[config.mk]
export PLATFORM = sky130hd
export DESIGN_NAME = prime_factor_count_unit
export DESIGN_NICKNAME = d
export VERILOG_FILES = /design/src/rtl/pfc_pkg.sv /design/src/rtl/prime_factor_count_unit.sv
export SDC_FILE = /design/constraint.sdc
export NUM_CORES = 1
export LEC_CHECK = 0
export BUFFER_PORTS_ARGS = -buffer_cell sky130_fd_sc_hd__buf_2
export CAP_MARGIN = 20
export CORE_MARGIN = 1
export CORE_UTILIZATION = 45
export CTS_CLUSTER_SIZE = 30
export DETAILED_ROUTE_END_ITERATION = 7
export SETUP_SLACK_MARGIN = 0.3
export SLEW_MARGIN = 30
export SYNTH_ARGS = -nofsm -noshare
export SYNTH_HDL_FRONTEND = slang
export SYNTH_SLANG_ARGS = --single-unit
[constraint.sdc]
create_clock -name clk -period 11.8 [get_ports clk]
set_input_delay 0.59 -clock clk [delete_from_list [all_inputs] [get_ports clk]]
set_output_delay 0.59 -clock clk [all_outputs]
set_load 0.1 [all_outputs]
[src/rtl/pfc_pkg.sv]
`default_nettype none
package pfc_pkg;

  localparam int VALUE_BITS = 21;
  localparam int COUNT_W    = 5;
  localparam int D_W        = (VALUE_BITS + 1) / 2 + 2;
  localparam int SQ_W       = VALUE_BITS + 2;
  localparam int STEP_W     = $clog2(VALUE_BITS);

  typedef logic [VALUE_BITS-1:0] value_t;
  typedef logic [COUNT_W-1:0]    count_t;
  typedef logic [D_W-1:0]        divisor_t;
  typedef logic [SQ_W-1:0]       square_t;

  localparam count_t COUNT_MAX = '1;

  function automatic count_t count_inc(input count_t c);
    count_inc = (c == COUNT_MAX) ? c : c + count_t'(1);
  endfunction

endpackage
`default_nettype wire

[src/rtl/prime_factor_count_unit.sv]
// Time from accept to result valid grows with the trailing zero bits and the
// trial divisions; 0, 1 and powers of two need no trial division. The bit-serial
// remainder unit sets the worst case. A result still held by out_stall delays
// the next one.
// Throughput: one word at a time; the next word is taken once the result is
// in the output register, which may still wait on out_stall.
// Reset: synchronous, active high; clears the sequencer and the output valid.
`default_nettype none
module prime_factor_count_unit (
  input  wire logic                           clk,
  input  wire logic                           rst,
  input  wire logic                           in_valid,
  output      logic                           in_stall,
  input  wire logic [pfc_pkg::VALUE_BITS-1:0] value,
  output      logic                           out_valid,
  input  wire logic                           out_stall,
  output      logic [pfc_pkg::COUNT_W-1:0]    factor_count
);

  typedef enum logic [4:0] {
    S_IDLE  = 5'b00001,
    S_EVEN  = 5'b00010,
    S_CHECK = 5'b00100,
    S_DIV   = 5'b01000,
    S_FIN   = 5'b10000
  } state_t;

  state_t                   state;
  pfc_pkg::value_t          x;
  pfc_pkg::value_t          quo;
  pfc_pkg::divisor_t        d;
  pfc_pkg::divisor_t        rem;
  pfc_pkg::square_t         sq;
  pfc_pkg::count_t          cnt;
  logic [pfc_pkg::STEP_W-1:0] step;

  logic [pfc_pkg::D_W:0]    rem_sh;
  logic                     ge;
  pfc_pkg::divisor_t        rem_new;
  pfc_pkg::value_t          quo_new;
  pfc_pkg::square_t         sq_step;
  logic                     out_free;

  assign in_stall = (state != S_IDLE);
  assign out_free = !out_valid || !out_stall;

  // one restoring division step per cycle
  always_comb begin
    rem_sh  = {rem, quo[pfc_pkg::VALUE_BITS-1]};
    ge      = (rem_sh >= {1'b0, d});
    rem_new = ge ? pfc_pkg::D_W'(rem_sh - {1'b0, d}) : rem_sh[pfc_pkg::D_W-1:0];
    quo_new = {quo[pfc_pkg::VALUE_BITS-2:0], ge};
    sq_step = sq + pfc_pkg::SQ_W'({d, 2'b00}) + pfc_pkg::SQ_W'(4);
  end

  always_ff @(posedge clk) begin
    if (rst) begin
      state     <= S_IDLE;
      out_valid <= 1'b0;
    end else begin
      if (out_free) out_valid <= (state == S_FIN);
      case (state)
        S_IDLE: begin
          if (in_valid) begin
            x     <= value;
            cnt   <= '0;
            d     <= pfc_pkg::D_W'(3);
            sq    <= pfc_pkg::SQ_W'(9);
            state <= S_EVEN;
          end
        end
        S_EVEN: begin
          if (x < pfc_pkg::VALUE_BITS'(2)) begin
            state <= S_FIN;
          end else if (!x[0]) begin
            cnt <= pfc_pkg::count_inc(cnt);
            x   <= x >> 1;
          end else begin
            state <= S_CHECK;
          end
        end
        S_CHECK: begin
          if (sq <= pfc_pkg::SQ_W'(x)) begin
            rem   <= '0;
            quo   <= x;
            step  <= '0;
            state <= S_DIV;
          end else begin
            if (x > pfc_pkg::VALUE_BITS'(1)) cnt <= pfc_pkg::count_inc(cnt);
            state <= S_FIN;
          end
        end
        S_DIV: begin
          rem  <= rem_new;
          quo  <= quo_new;
          step <= step + 1'b1;
          if (step == pfc_pkg::STEP_W'(pfc_pkg::VALUE_BITS - 1)) begin
            if (rem_new == '0) begin
              x   <= quo_new;
              cnt <= pfc_pkg::count_inc(cnt);
            end else begin
              d  <= d + pfc_pkg::D_W'(2);
              sq <= sq_step;
            end
            state <= S_CHECK;
          end
        end
        S_FIN: begin
          if (out_free) begin
            factor_count <= cnt;
            state        <= S_IDLE;
          end
        end
        default: state <= S_IDLE;
      endcase
    end
  end

endmodule
`default_nettype wire

=== After elaboration in Yosys (flattened, before gate mapping) ===
Index checks and enable logic that the tools add are counted.

* Bitwise logic cells: 1
* Mux-type cells: 37
* Add/sub/neg operators: 6
* $lt $le $gt $ge: 4
* Equality and inequality tests: 19
* Reductions and logical operators: 15

{| class="wikitable"
|+ Operators with widths
! cell !! count
|-
| $mux 21 || 6
|-
| $mux 5 || 15
|-
| $mux 23 || 3
|-
| $mux 13 || 5
|-
| $pmux 21 s3 || 1
|-
| $pmux 13 s2 || 2
|-
| $pmux 23 s2 || 1
|-
| $pmux 21 s2 || 1
|-
| $pmux 5 s5 || 1
|-
| $add 23x15->23 || 1
|-
| $add 23x3->23 const B || 1
|-
| $le 23x21->1 || 1
|-
| $gt 21x1->1 const B || 1
|-
| $lt 21x2->1 const B || 1
|-
| $ne 2x2->1 const B || 10
|-
| $pmux 5 s4 || 1
|-
| $eq 5x5->1 const B || 3
|-
| $ge 14x13->1 || 1
|-
| $add 13x2->13 const B || 1
|-
| $logic_not 13->1 || 1
|-
| $sub 13x13->13 || 1
|-
| $add 5x1->5 const B || 2
|-
| $pmux 5 s2 || 1
|-
| $reduce_and 9->1 || 1
|-
| other kinds (17) || 20
|}

* Bits of input ports: 25
* Flip-flop bits (word level): 112

=== Logic depth before layout (Yosys ltp) ===
* Word-level depth: 6
* Gate-level depth with buffers: 11
* Mapped depth without buffers: 11

=== Worst setup path after synthesis ===
No wires, ideal clock.

* Path kind: register to register
* From: register sq[16]
* To: register quo[0], enable pin
* Cell stages (with the launch flop): 10
* Path buffers: 0
* Arrival time: 4,986 ps
* Library setup time: 494 ps
* Required time: 11,306 ps
* Path slack: 6,320 ps
* Cells stage by stage: edfxtp_1 -> ha_1 -> a21o_1 -> a21o_1 -> a21o_1 -> a21o_1 -> a2111oi_0 -> a32o_1 -> nor2_1 -> a211oi_1

* Word-level cells in the longest chain between the ends: 3

{| class="wikitable"
|+ RTL lines
! item !! RTL line !! source
|-
| start: declaration || prime_factor_count_unit.sv:33 || <nowiki>pfc_pkg::square_t sq;</nowiki>
|-
| start signal: assignment || prime_factor_count_unit.sv:68 || <nowiki>sq <= pfc_pkg::SQ_W'(9);</nowiki>
|-
| start signal: assignment || prime_factor_count_unit.sv:103 || <nowiki>sq <= sq_step;</nowiki>
|-
| $le 23x21->1 || prime_factor_count_unit.sv:83 || <nowiki>if (sq <= pfc_pkg::SQ_W'(x)) begin</nowiki>
|-
| $ne 2x2->1 (no source line) || - ||
|-
| $reduce_and 3->1 (no source line) || - ||
|-
| end signal: assignment || prime_factor_count_unit.sv:95 || <nowiki>quo <= quo_new;</nowiki>
|-
| end: declaration || prime_factor_count_unit.sv:30 || <nowiki>pfc_pkg::value_t quo;</nowiki>
|}

No other way between the ends.
A chain may end at the register's enable or synchronous reset.

=== Worst setup path after layout ===
* From: register d[10]
* To: register sq[11], enable pin

* Word-level cells in the longest chain between the ends: 5
* Elaborated cells on any way between the ends: 6
* Classes of those cells: add/sub: 1; order compare: 1; eq/ne: 1; mux: 1; reduce/logical: 2

{| class="wikitable"
|+ RTL lines
! item !! RTL line !! source
|-
| start: declaration || prime_factor_count_unit.sv:31 || <nowiki>pfc_pkg::divisor_t d;</nowiki>
|-
| start signal: assignment || prime_factor_count_unit.sv:67 || <nowiki>d <= pfc_pkg::D_W'(3);</nowiki>
|-
| start signal: assignment || prime_factor_count_unit.sv:102 || <nowiki>d <= d + pfc_pkg::D_W'(2);</nowiki>
|-
| $sub 13x13->13 or $ge 14x13->1 (tied branches) || prime_factor_count_unit.sv:51, prime_factor_count_unit.sv:50 ||
|-
| $mux 13 (*) || prime_factor_count_unit.sv:51 || <nowiki>rem_new = ge ? pfc_pkg::D_W'(rem_sh - {1'b0, d}) : rem_sh[pfc_pkg::D_W-1:0];</nowiki>
|-
| $logic_not 13->1 (*) || prime_factor_count_unit.sv:98 || <nowiki>if (rem_new == '0) begin</nowiki>
|-
| $ne 2x2->1 (no source line) (*) || - ||
|-
| $reduce_and 5->1 (no source line) (*) || - ||
|}

Mark *: on every way between the ends. The rest lies on a longest branch, timed or not.

==> metrics.log <==
INFO  metric gp_congestion = 0.821
INFO  metric proportion_of_synthesized_chip_area_in_sequential_cells = 46.1%
INFO  metric sequential_cell_fraction_of_total_power = 43.5%
INFO  metric critPathKind = flop to flop
INFO  metric dp_worst_setup_slack = 7.95 ns
INFO  metric p_switching = 404 uW
INFO  metric p_per_area = 154 nW/um^2
INFO  metric critical_path.startpoint_type = flop
INFO  metric layout-area-overhead-vs-synth = 10.3%
INFO  metric vias_per_cell = 5.86
INFO  metric end_kind = flop
INFO  metric ios = 32
INFO  metric synthesis.instances = 676
INFO  metric final_min_period_over_clock_period = 32.6%
INFO  metric clockPowerShare = 26.1%
INFO  metric floorplan_core_area = 14800 um^2
INFO  metric cpLargestDelayFamily = compound AO/OA/AOI/OAI gates
INFO  metric root_buf_cell = sky130_fd_sc_hd__clkbuf_16
INFO  metric final_common_cell = sky130_fd_sc_hd__edfxtp_1
INFO  metric hp-class = flop to flop
INFO  metric track_usage = 20.8%
INFO  metric fraction_of_power_spent_switching_nets = 34.5%
INFO  metric asyncSetResetFlopFracSynth = 0%
INFO  metric cts-htree-levels = 3
INFO  metric worstPathCellList = inv_1 -> ha_1 -> nand4b_4 -> nor4_4 -> nor4_2 -> a221oi_2 -> buf_4 -> or3_1 -> o31ai_1 -> a31o_2 -> a21oi_4 -> buf_16
INFO  metric via_count_of_the_first_global_routing_pass = 5066
INFO  metric finalSetupTns = 0 ns
INFO  metric num_rows = 44
INFO  metric synth.area.top_cells = sky130_fd_sc_hd__edfxtp_1, sky130_fd_sc_hd__ha_1, sky130_fd_sc_hd__nand2_1, sky130_fd_sc_hd__nor2_1, sky130_fd_sc_hd__inv_1
INFO  metric worst-slew-pin-transition = 0.668 ns
INFO  metric status = complete, no violations
INFO  metric drt_iter0_drc = 487
INFO  metric dominantRegCellSynth = sky130_fd_sc_hd__edfxtp_1
INFO  metric register_clock_pin_slew_on_the_reported_worst_setup_and_hold_paths = 0.08 ns
INFO  metric synthDominantCellAreaShare = 44.4%
INFO  metric timing_max_transition_violations_final = 0
INFO  metric drv_cap = 0
INFO  metric final_cell_area = 7610 um^2
INFO  metric clock.fmax = 260 MHz
INFO  metric largest_net_degree_at_the_start_of_global_routing = 60
INFO  metric grt_overflow = 0
INFO  metric detailed_placement_wirelength_estimate = 11700 um
INFO  metric postRouteAntennaNets = 0
INFO  metric buffer_ports.inserted = 31
INFO  metric tritoncts = done
INFO  metric critPathMaxStageDelay = 0.56 ns
INFO  metric fin_cells = 893
INFO  metric wl = 15700 um
INFO  metric crit_required = 11.87 ns
INFO  metric netlist-cell-type-count = 67
INFO  metric dp_cells = 877
INFO  metric post_synth_top_area_cell = sky130_fd_sc_hd__edfxtp_1
INFO  metric arrival = 3.91 ns
INFO  metric critical_path_peak_fanout = 17
INFO  metric post_cts_buffers = 0
INFO  metric setup_violations = 0
INFO  metric max-clock-path-buffers = 2
INFO  metric area_of_the_die = 15800 um^2
INFO  metric p_comb_share = 30.4%
INFO  metric number_of_enable_flip_flop_cells_after_synthesis = 102
INFO  metric maxSlewHeadroom = 55.2%
INFO  metric synth.net_count = 762
INFO  metric number_of_synthesis_warnings = 0
INFO  metric crit_slowest_cell = sky130_fd_sc_hd__a21oi_4
INFO  metric die_span_in_x = 126 um
INFO  metric final_critical_path_setup_slack = 7.95 ns
INFO  metric cts-buffers-inserted = 9
INFO  metric count_of_nets_after_finishing = 790
INFO  metric buffering_stage_count_on_the_worst_path_with_inverters_included = 3
INFO  metric clock_period_minus_worst_slack = 3.85 ns
INFO  metric drt_first_pass_iters = 5
INFO  metric ir_worst_vdd = 0.0716 mV
INFO  metric drive_above_1_share = 10.4%
INFO  metric cts_resized = 0
INFO  metric dieHeight = 126 um
INFO  metric fillCellCount = 1356
INFO  metric leakage = 0.00307 uW
INFO  metric finClkSkew = 0.0103 ns
INFO  metric final.hold.worst_slack = 0.488 ns
INFO  metric wl_per_cell = 17.6 um
INFO  metric ant_diodes = 0
INFO  metric via_total_after_detailed_routing = 5237
INFO  metric synth.ff_latch_count = 108
INFO  metric most-common-layout-cells = sky130_fd_sc_hd__edfxtp_1, sky130_fd_sc_hd__nand2_1, sky130_fd_sc_hd__ha_1
INFO  metric synth.cell_area = 6900 um^2
INFO  metric area_after_detailed_placement = 7310 um^2
INFO  metric drt_drc_violations_left = 0
INFO  metric global_route_wire_length_before_repair = 26000 um
INFO  metric number_of_antenna_violations_at_the_first_check_in_global_routing = 0
INFO  metric clock-sinks = 108
INFO  metric floorplan.initialDensity = 46.8%
INFO  metric syn_avg_cell_area = 10.2 um^2
INFO  metric hold_violations = 0
INFO  metric cts_hold_buffers = 0
INFO  metric internal-power = 768 uW
INFO  metric clk-insertion-delay-late = 0.36 ns
INFO  metric rsz0062_at_grt = false
[synthesized netlist by cell type, types with 15 or more instances]
master and number:
sky130_fd_sc_hd__xnor2_1 19, sky130_fd_sc_hd__ha_1 59, sky130_fd_sc_hd__a21o_1 17, sky130_fd_sc_hd__nand3_1 16, sky130_fd_sc_hd__nor4_1 15, sky130_fd_sc_hd__a21oi_1 29, sky130_fd_sc_hd__nand2_1 79, sky130_fd_sc_hd__o21ai_0 28
sky130_fd_sc_hd__inv_1 45, sky130_fd_sc_hd__a22oi_1 19, sky130_fd_sc_hd__nor2_1 57, sky130_fd_sc_hd__edfxtp_1 102
[sequential cells by signal, summed over array words and instances (netlist names)]
name          cells
cnt               5
sq               20
rem              13
out_valid         1
state             5
step              5
d                12
x                21
factor_count      5
quo              21
[power by group through the flow]
stage	clock (uW)	combinational [uW]	sequential, uW
after global placement	0	340	518
after global routing	323	398	516
after CTS	311	357	510
after detailed placement	0	354	518
after floorplan	0	271	504
final	305	356	510
[worst reg2reg max path: cells and delay by family (launching register included)]
| kind | cells | cell delay (ns) |
|---|---|---|
| adder cells (fa/ha/maj) | 1 | 0.49 |
| buffers and inverters | 3 | 0.62 |
| AND/OR/NAND/NOR | 4 | 0.86 |
| AO/OA/AOI/OAI | 4 | 1.19 |
| flip-flops | 1 | 0.38 |
[routing by layer]
| layer | vias up | routed length [um] | GRT usage [%] |
|---|---|---|---|
| li1 | 2600 | - | - |
| met1 | 2502 | 7570 | 28.9 |
| met2 | 125 | 7320 | 33.5 |
| met3 | 10 | 630 | 2.97 |
| met4 | 0 | 186 | 6.95 |
| met5 | - | 0 | 0 |
[stage by stage]
step | total power, uW | util, %
floorplan | 775 | -
finish | 1170 | 51.6
global placement | 859 | 49.3
global route | 1240 | 51.6
CTS | 1180 | 51.6
detailed placement | 872 | 49.6
[final timing paths]
| check | depth (start not counted) | start | end | slack [ns] |
|---|---|---|---|---|
| setup / recovery | 12 | d[10]$_SDFFCE_PP0P_ | sq[11]$_SDFFCE_PP0P_ | 7.95 |
| hold reg to reg | 0 | cnt[4]$_SDFFCE_PN0P_ | factor_count[4]$_DFFE_PP_ | 0.49 |
| hold / removal | 0 | cnt[4]$_SDFFCE_PN0P_ | factor_count[4]$_DFFE_PP_ | 0.49 |
| setup reg to reg | 12 | d[10]$_SDFFCE_PP0P_ | sq[11]$_SDFFCE_PP0P_ | 7.95 |
[cells by family (layout without fill, tap and decap cells)]
| group | count (synthesis) | count (layout) | share of synthesized area [%] |
|---|---|---|---|
| AND/OR/NAND/NOR | 248 | 248 | 18.2 |
| AO/OA/AOI/OAI | 152 | 152 | 15.5 |
| flip-flops | 108 | 108 | 46.1 |
| buffers and inverters | 68 | 101 | 3.77 |
| adder cells (fa/ha/maj) | 61 | 61 | 11.3 |
| XOR/XNOR | 29 | 29 | 3.68 |
| multiplexers | 10 | 10 | 1.45 |
[final cells by class]
class / instances / area [um^2] / share of cell area [%]
flip-flops and latches: 108 / 3180 / 41.8
multi-input cells: 500 / 3490 / 45.8
repair buffers: 40 / 246 / 3.24
clock inverters: 6 / 55.1 / 0.724
well taps: 184 / 230 / 3.03
clock buffers: 10 / 239 / 3.14
inverters: 45 / 169 / 2.22
Power figures use the tool's default switching activity.
